### src/sv/xxh_pkg.sv
// Shared constants, types and helpers of the streaming XXH64 hasher.
package xxh_pkg;

  localparam logic [63:0] P1 = 64'd11400714785074694791;
  localparam logic [63:0] P2 = 64'd14029467366897019727;
  localparam logic [63:0] P3 = 64'd1609587929392839161;
  localparam logic [63:0] P4 = 64'd9650029242287828579;
  localparam logic [63:0] P5 = 64'd2870177450012600261;

  // One classified input item: count is already saturated, eight when not last
  typedef struct packed {
    logic [63:0] word;
    logic [3:0]  cnt;
    logic        last;
  } item_t;

  // Request to the shared multiplier
  typedef struct packed {
    logic        start;
    logic [63:0] a;
    logic [63:0] b;
  } mul_req_t;

  typedef enum logic [4:0] {
    ST_IDLE,
    ST_LANE1,
    ST_LANE2,
    ST_FIN,
    ST_LEN,
    ST_MRG1,
    ST_MRG2,
    ST_MRG3,
    ST_TAIL1,
    ST_TAIL2,
    ST_TAIL3,
    ST_QUAD1,
    ST_QUAD2,
    ST_BYTE1,
    ST_BYTE2,
    ST_AVA1,
    ST_AVA2,
    ST_OUT
  } bst_t;

  function automatic logic [63:0] rotl64(input logic [63:0] x, input int s);
    return (x << s) | (x >> (64 - s));
  endfunction

endpackage

### src/sv/xxh_front.sv
// Input side: classifies items and queues them for the hash engine.
module xxh_front import xxh_pkg::*; (
  input  logic        clk,
  input  logic        rst_n,
  input  logic        in_push,
  input  logic [63:0] in_data_word,
  input  logic [3:0]  in_byte_count,
  input  logic        in_last,
  output logic        in_full,
  output logic        q_valid,
  output item_t       q_item,
  input  logic        q_pop
);

  item_t       q_mem_r [2];
  logic        wr_ptr_r, wr_ptr_nxt;
  logic        rd_ptr_r, rd_ptr_nxt;
  logic [1:0]  cnt_r, cnt_nxt;
  item_t       item;
  logic        push_ok;
  logic        pop_ok;

  // Classify: saturate the count on the last item, force eight otherwise
  always_comb begin
    item.word = in_data_word;
    item.last = in_last;
    if (!in_last) begin
      item.cnt = 4'd8;
    end else if (in_byte_count > 4'd8) begin
      item.cnt = 4'd8;
    end else begin
      item.cnt = in_byte_count;
    end
  end

  assign in_full = (cnt_r == 2'd2);
  assign q_valid = (cnt_r != 2'd0);
  assign q_item  = q_mem_r[rd_ptr_r];
  assign push_ok = in_push && !in_full;
  assign pop_ok  = q_pop && q_valid;

  // Advance pointers and fill level
  always_comb begin
    wr_ptr_nxt = push_ok ? ~wr_ptr_r : wr_ptr_r;
    rd_ptr_nxt = pop_ok ? ~rd_ptr_r : rd_ptr_r;
    cnt_nxt    = cnt_r;
    if (push_ok && !pop_ok) begin
      cnt_nxt = cnt_r + 2'd1;
    end else if (pop_ok && !push_ok) begin
      cnt_nxt = cnt_r - 2'd1;
    end
  end

  always_ff @(posedge clk) begin
    if (!rst_n) begin
      wr_ptr_r <= 1'b0;
      rd_ptr_r <= 1'b0;
      cnt_r    <= 2'd0;
    end else begin
      wr_ptr_r <= wr_ptr_nxt;
      rd_ptr_r <= rd_ptr_nxt;
      cnt_r    <= cnt_nxt;
    end
  end

  // Store the transfer
  always_ff @(posedge clk) begin
    if (push_ok) begin
      q_mem_r[wr_ptr_r] <= item;
    end
  end

endmodule

### config.mk
export PLATFORM = sky130hd
export DESIGN_NAME = xxh_front
export DESIGN_NICKNAME = d
export VERILOG_FILES = /design/src/sv/xxh_pkg.sv /design/src/sv/xxh_front.sv
export SDC_FILE = /design/constraint.sdc
export NUM_CORES = 1
export LEC_CHECK = 0
export BUFFER_PORTS_ARGS = -buffer_cell sky130_fd_sc_hd__buf_2
export CORE_UTILIZATION = 40
export CTS_CLUSTER_SIZE = 20
export DETAILED_ROUTE_END_ITERATION = 8
export PLACE_DENSITY = 0.76
export REMOVE_ABC_BUFFERS = 1
export SLEW_MARGIN = 40
export SYNTH_ARGS = -nofsm -noshare
export SYNTH_HDL_FRONTEND = slang
export SYNTH_SLANG_ARGS = --single-unit
### constraint.sdc
create_clock -name clk -period 4.9 [get_ports clk]
set_input_delay 0.245 -clock clk [delete_from_list [all_inputs] [get_ports clk]]
set_output_delay 0.245 -clock clk [all_outputs]
set_load 0.02 [all_outputs]
==> metrics.md <==
| Metric | Value |
|---|---|
| Outcome | finished clean |
| Leading area contributor after synthesis | edfxtp_1 |
| Leakage | 2.63 nW |
| Die Ht | 117 µm |
| Final hold vios | 0 |
| Gpl congestion | 0.657 |
| # setup viols final | 0 |
| Worst slew margin | 57.2% |
| Die W | 117 µm |
| Hold Crit Class | in2reg |
| CTS HTree Levels | 4 |
| Power density cells | 553 nW/µm² |
| IO buf count | 143 |
| Final #Nets | 492 |
| Drt first pass iters | 5 |
| Synthesized area per cell | 21.6 µm² |
| Area growth from synthesis to layout | 32.1% |
| Peak VDD IR | 0.000286 V |
| Period utilization | 41.5% |
| Share of cells above drive strength 1 | 57.9% |
| Row count | 41 |
| Clk_lat worst skew | 410 ps |
| Postcts setup bufs | 0 |
| Placed Area | 6250 µm² |
| Synthesized instance count | 245 |
| DR iter-0 viols | 137 |
| Clock Sinks | 143 |
| Die area | 13700 µm² |
| DR WL/cell | 15.6 µm |
| Crit start category | register |
| #FFs+latches synth | 143 |
| Mapped cell area | 5280 µm² |
| Crit. End Element | primary output |
| Post-route design area | 6980 µm² |
| Cts bufs inserted | 17 |
| Final std cells w/o fill | 602 |
| Post-synth EDFFs | 138 |
| N_diodes | 0 |
| Core ar. | 12800 µm² |
| Final ANT Viol Nets | 0 |
| Synth Flop Type | edfxtp_1 |
| Clk pin slew, worst setup/hold paths | 60 ps |
| Tot GR Track Use | 14.4% |
| Largest driver fanout on the critical path | 30 |
| Final Slew Violations | 0 |
| CP required | 4660 ps |
| Synth top area share | 78.4% |
| Sequential area share after synthesis | 80.3% |
| Largest net degree at the start of global routing | 66 |
| RSZ-0062 raised after global routing | no |
| Ys async rst share | 0% |
| Initial Util | 41.4% |
| Most common cell in the netlist | edfxtp_1 |
| Final Skew | 7.16 ps |
| Worst slew pin tran | 642 ps |
| Ranking of synthesized cells by area | edfxtp_1, mux2_2, mux2_4 |
| Routed WL | 9380 µm |
| Dpl hpwl | 6060 µm |
| Vias | 2749 |
| Most frequent cells after synthesis | edfxtp_1, mux2_2, mux2_4, and2_1 |
| Setup_tns | 0 ps |
| CTS Root Cell | clkbuf_16 |
| Crit path DAT | 1790 ps |
| Total of max-cap violations | 0 |
| Minimum clock period | 2030 ps |
| Layout Utilization | 54.6% |
| Worst setup path category | reg2out |
| Max Freq | 0.491 GHz |
| Deepest clock path buffer count | 2 |
| Residual DRC | 0 |
| Drt via density | 4.57 |
| Initial antenna violation count | 0 |
| I/O Pins | 144 |
| Gr ovfl total | 0 |
| Unique cell type count in the Yosys netlist | 24 |
| Placed cells | 556 |
| CTS tree | yes |
| Vias in the first global route | 2830 |
| Yosys Warn Count | 0 |
| Global-route wire length before repair | 13900 µm |
[metrics by stage]
step | setup slack (ps) | hold slack [ps] | power (mW)
after global routing | 2780 | 0.882 | 4.05
after floorplan | 1110 | 344 | 2.31
after detailed placement | 2920 | 437 | 2.65
after global placement | 2790 | 434 | 2.59
final | 2870 | 20.7 | 3.86
after CTS | 2810 | 0.263 | 3.92
[where the power goes]
| group | switching, mW | total (mW) | internal (mW) |
|---|---|---|---|
| Clock | 0.458 | 1.25 | 0.791 |
| Sequential | 0.0698 | 1.61 | 1.54 |
| Combinational | 0.569 | 1.00 | 0.433 |
| Total | 1.10 | 3.86 | 2.76 |
[cell families after synthesis]
kind of cell	after synthesis	synth area share, %
AND/OR/NAND/NOR	13	1.56
AO/OA/AOI/OAI	5	0.616
adder cells (fa/ha/maj)	1	0.237
flip-flops	143	80.3
buffers and inverters	11	1.33
XOR/XNOR	3	0.497
multiplexers	69	15.4
[path summary, 6_finish.rpt]
kind	from	endpoint	slack, ps	depth (start not counted)
setup / recovery	register	q_item[42]	2870	3
hold reg to reg	cnt_r[1]	cnt_r[1]	530	2
setup reg to reg	cnt_r[0]	q_mem_r[0][54]	2950	4
hold / removal	in_data_word[22]	q_mem_r[1][27]	20	1
[final cells by class]
| class | count | area [µm²] |
|---|---|---|
| fill | 1026 | 5800 |
| sequential | 143 | 4250 |
| multi-input combinational | 91 | 980 |
| timing repair buffer | 162 | 945 |
| clock buffer | 19 | 433 |
| tap | 172 | 215 |
| clock inverter | 12 | 145 |
| inverter | 3 | 11.3 |
[worst max-delay path: stages (launching register included)]
cell	delay [ps]
dfxtp_4	570
buf_12	250
mux2_2	380
buf_2	170
[state kept, by name (all words and copies together), names as in the netlist, named ones only]
signal,flops
q_mem_r,138
cnt_r,2
rd_ptr_r,1
wr_ptr_r,1
[metal layers]
layer	up-vias	share of wire, %	GRT usage (%)
met2	92	52	24.2
met5	-	0	0
met1	1331	40	15.9
met3	18	6.6	5.66
li1	1308	-	-
met4	0	1.9	7.59
[layout by cell type, fill, tap and decap left out, drive strengths merged, types with 3 or more instances in the layout]
cell         instances
clkinv               6
mux2                69
and2                 6
dlygate4sd3         15
clkbuf              19
dfxtp                5
buf                147
edfxtp             138
inv                  3
bufinv               3
clkinvlp             3
[what timing repair did]
| item | in CTS | in global routing |
|---|---|---|
| hold endpoints to repair | 22 | 5 |
| hold buffers | 12 | 3 |
| gates resized for setup | 0 | 0 |
No activity file was read; power rests on OpenSTA's default activity.
