`src/sv/xxh_pkg.sv`:
```
// Shared constants, types and helpers of the streaming XXH64 hasher.
package xxh_pkg;

  localparam logic [63:0] P1 = 64'd11400714785074694791;
  localparam logic [63:0] P2 = 64'd14029467366897019727;
  localparam logic [63:0] P3 = 64'd1609587929392839161;
  localparam logic [63:0] P4 = 64'd9650029242287828579;
  localparam logic [63:0] P5 = 64'd2870177450012600261;

  // One classified input item: count is already saturated, eight when not last
  typedef struct packed {
    logic [63:0] word;
    logic [3:0]  cnt;
    logic        last;
  } item_t;

  // Request to the shared multiplier
  typedef struct packed {
    logic        start;
    logic [63:0] a;
    logic [63:0] b;
  } mul_req_t;

  typedef enum logic [4:0] {
    ST_IDLE,
    ST_LANE1,
    ST_LANE2,
    ST_FIN,
    ST_LEN,
    ST_MRG1,
    ST_MRG2,
    ST_MRG3,
    ST_TAIL1,
    ST_TAIL2,
    ST_TAIL3,
    ST_QUAD1,
    ST_QUAD2,
    ST_BYTE1,
    ST_BYTE2,
    ST_AVA1,
    ST_AVA2,
    ST_OUT
  } bst_t;

  function automatic logic [63:0] rotl64(input logic [63:0] x, input int s);
    return (x << s) | (x >> (64 - s));
  endfunction

endpackage

```
`src/sv/xxh_mul.sv`:
```
// Shared 64x64 low-half multiplier built from one 32x32 multiplier, reused for each half product.
module xxh_mul import xxh_pkg::*; (
  input  logic        clk,
  input  logic        rst_n,
  input  mul_req_t    req,
  output logic        done,
  output logic [63:0] prod
);

  logic [63:0] a_r, a_nxt;
  logic [63:0] b_r, b_nxt;
  logic [63:0] acc_r, acc_nxt;
  logic [1:0]  step_r, step_nxt;
  logic        busy_r, busy_nxt;
  logic        done_r, done_nxt;
  logic [31:0] x;
  logic [31:0] y;
  logic [63:0] pp;

  // Pick the half products: lo*lo, lo*hi, hi*lo
  always_comb begin
    case (step_r)
      2'd0:    begin x = a_r[31:0];  y = b_r[31:0];  end
      2'd1:    begin x = a_r[31:0];  y = b_r[63:32]; end
      default: begin x = a_r[63:32]; y = b_r[31:0];  end
    endcase
    pp = x * y;
  end

  always_comb begin
    a_nxt    = a_r;
    b_nxt    = b_r;
    acc_nxt  = acc_r;
    step_nxt = step_r;
    busy_nxt = busy_r;
    done_nxt = 1'b0;
    if (busy_r) begin
      if (step_r == 2'd0) begin
        acc_nxt = pp;
      end else begin
        acc_nxt = acc_r + {pp[31:0], 32'd0};
      end
      step_nxt = step_r + 2'd1;
      if (step_r == 2'd2) begin
        busy_nxt = 1'b0;
        done_nxt = 1'b1;
      end
    end else if (req.start) begin
      a_nxt    = req.a;
      b_nxt    = req.b;
      step_nxt = 2'd0;
      busy_nxt = 1'b1;
    end
  end

  always_ff @(posedge clk) begin
    if (!rst_n) begin
      busy_r <= 1'b0;
      done_r <= 1'b0;
      step_r <= 2'd0;
    end else begin
      busy_r <= busy_nxt;
      done_r <= done_nxt;
      step_r <= step_nxt;
    end
  end

  always_ff @(posedge clk) begin
    a_r   <= a_nxt;
    b_r   <= b_nxt;
    acc_r <= acc_nxt;
  end

  assign done = done_r;
  assign prod = acc_r;

endmodule

```
`config.mk`:
```
export PLATFORM = sky130hd
export DESIGN_NAME = xxh_mul
export DESIGN_NICKNAME = d
export VERILOG_FILES = /design/src/sv/xxh_pkg.sv /design/src/sv/xxh_mul.sv
export SDC_FILE = /design/constraint.sdc
export NUM_CORES = 2
export LEC_CHECK = 0
export BUFFER_PORTS_ARGS = -buffer_cell sky130_fd_sc_hd__buf_4
export CORE_ASPECT_RATIO = 1.2
export CORE_UTILIZATION = 40
export DETAILED_ROUTE_END_ITERATION = 10
export GPL_ROUTABILITY_DRIVEN = 1
export GPL_TIMING_DRIVEN = 0
export RECOVER_POWER = 100
export SLEW_MARGIN = 20
export SYNTH_ARGS = -nofsm -noshare
export SYNTH_HDL_FRONTEND = slang
export SYNTH_SLANG_ARGS = --single-unit
```
`constraint.sdc`:
```
create_clock -name clk -period 15.55 [get_ports clk]
set_clock_uncertainty 0.1 [all_clocks]
set_input_delay 4.665 -clock clk [delete_from_list [all_inputs] [get_ports clk]]
set_output_delay 4.665 -clock clk [all_outputs]
set_load 0.1 [all_outputs]
```
==> flow_summary.ini <==
[cts]
clkTransAtPathRegs_ns = 0.10
cts.hold.buffers_added = 0
cts_buffers = 17
clock_sinks = 196
clk_latency_ns = 0.52
clock_path_buffers = 2
post-cts-setup-buffers = 0
ctsResizeCount = 0
cts-root-buf = clkbuf_16
cts_max_level = 4
cts_tree = yes

[synth]
synth.cell_area_um2 = 41100
syn_inst = 4319
syn_nets = 5646
synth-seq-cells = 196
synth_edf_count = 192
synth_largest_area_cell = fa_1
yosysWarnings = 0
avgSynthCellArea_um2 = 9.51
synth_ff_type = edfxtp_1
synthArstFlopShare_pct = 0
synthTopCellsByArea = fa_1, edfxtp_1, ha_1
synth_cell_type_count = 62
synth_top_cell_area_share_pct = 43.7
ys_seq_area_share_pct = 14.2

[timing]
slew_headroom_pct = -45.8
period_share_pct = 87.8
max_freq_mhz = 73.2
setup_tns_ns = 0
tightest_slew_ns = 2.19
rsz0062_at_grt = false
hold_viol_final = 0
finalCriticalPeriod_ns = 13.65
slew_violations = 71
setup_viol = 0

[placed_design]
placed_cell_area_um2 = 44600
dp_hpwl_mm = 129
gp_routability_congestion = 0.999
io_buffers = 195

[routing]
drc_errors = 0
wl_met2_mm = 69.5
wl_met1_mm = 57.8
vias = 32100
drt_iter0_markers = 2678
wl_met3_mm = 12.4
ant_nets = 0
firstDrtPassIters = 5
wl_mm = 152
dr.max_layer_used = met5
viasPerCell = 5.42
avgRoutedWirePerCell_um = 25.6

[floorplan]
start_util_pct = 40.4
die-width_um = 294
fp.dieArea_um2 = 104000
ios = 196
fp.dieH_um = 353
core_region_area_um2 = 102000
num_rows = 128

[critical_path]
path_class = reg2reg
critical-path-slowest-cell = clkbuf_1
crit_fanout = 10
start_kind = flip-flop
crit_top_cell = fa_1
slowest_delay_ns = 1.19
crit_required_ns = 15.73
cp.arrival_ns = 13.84
worstSetupEndpointType = flip-flop

[layout]
layout-drive-gt1-share_pct = 5.46
area_growth_pct = 9.13
stdcell_area_um2 = 44800
layout.nets = 5871

[global_routing]
grt_pass1_vias = 34100
antenna_found_initial = 5
grt_pass1_wl_mm = 222
grtUsageTotal_pct = 30.0
grt-ovfl-total = 0
grt_max_degree = 33

[run_status]
outcome = complete, but fails checks
violations = max-capacitance violations, max-slew violations

[hold_path]
worstHoldPathType = reg2reg

[flow_run]
max_cap_viol_count = 4
## cells by family (layout without fill, tap and decap cells)
logic type | after synthesis | after routing | share of synthesized area, %
adders and majority gates | 1196 | 1196 | 52.8
other | 0 | 4 | 0
DFF | 196 | 196 | 14.2
xor gates and xnor gates | 83 | 83 | 1.77
buffers and inverters | 1090 | 1328 | 9.98
and+or+nand+nor | 1305 | 1305 | 13.0
muxes | 126 | 126 | 3.27
AOI/OAI and AO/OA | 323 | 323 | 4.95
## final cells by class
class / count / area [um2]
fill: 10100 / 56900
antenna: 4 / 10.0
clock inverter: 15 / 228
tap: 1365 / 1710
timing repair buffer: 206 / 1270
clock buffer: 17 / 425
inverter: 888 / 3330
sequential: 196 / 5850
multi-input combinational: 3033 / 31200
buffer: 202 / 769
## flip-flops by register name, indices dropped and copies added (netlist names)
| signal | cells |
|---|---|
| prod | 64 |
| b_r | 64 |
| done | 1 |
| step_r | 2 |
| a_r | 64 |
| busy_r | 1 |
## synth_stat cells, drive strengths merged (30+ instances only)
cell	n
xor2	30
xnor2	53
ha	299
clkbuf	190
o21ai	59
mux2i	62
a21o	52
mux2	64
a21oi	118
edfxtp	192
inv	888
fa	897
nand2	728
nor2	405
and2	52
## routing by layer
metal,track usage [%],vias up
met4,19.8,2
met1,37.6,16600
met3,5.83,427
met5,0,-
met2,47.2,1557
li1,-,13600
## layout by cell type, fill, tap and decap left out, drive strengths merged, types with 20 or more instances in the layout
cell    netlist  layout
nand4        28      28
xnor2        53      53
nor2        405     405
xor2         30      30
edfxtp      192     192
clkbuf      190     411
o21bai       25      25
and2         52      52
a21o         52      52
a21oi       118     118
nand3        20      20
nand2       728     728
mux2         64      64
ha          299     299
o21ai        59      59
mux2i        62      62
inv         888     899
fa          897     897
## worst paths after layout
check	start	endpoint	slack, ns	cells past startpoint
setup / recovery	step_r[1]$_SDFFE_PN0P_	prod[61]$_DFFE_PP_	1.90	34
hold / removal	step_r[0]$_SDFFE_PN0P_	step_r[0]$_SDFFE_PN0P_	0.50	2
setup reg to reg	step_r[1]$_SDFFE_PN0P_	prod[61]$_DFFE_PP_	1.90	34
hold reg to reg	step_r[0]$_SDFFE_PN0P_	step_r[0]$_SDFFE_PN0P_	0.50	2
## worst max-delay path: cells and delay by family, from the launching register on
kind            cells  cell delay [ns]
flops               1             0.32
simple gates        4             0.78
fa+ha+maj          11             4.90
compound gates      8             1.84
xor+xnor            1             0.60
mux                 1             0.69
buf+inv             9             4.13
## through the flow
step / hold slack (ns) / util [%] / instances / setup WS, ns
global placement: 0.468 / 43.5 / 5879 / 1.42
detailed placement: 0.507 / 43.8 / 5890 / 2.67
finish: 0.503 / 44.1 / 5926 / 1.90
floorplan: 0.439 / - / 4319 / 4.61
global route: 0.560 / 44.1 / 5922 / 1.40
CTS: 0.519 / 44.5 / 5922 / 2.62
Power is left out: the tool's default activity adds up to more than one toggle a clock period on the data nets, which glitch-free logic cannot reach.
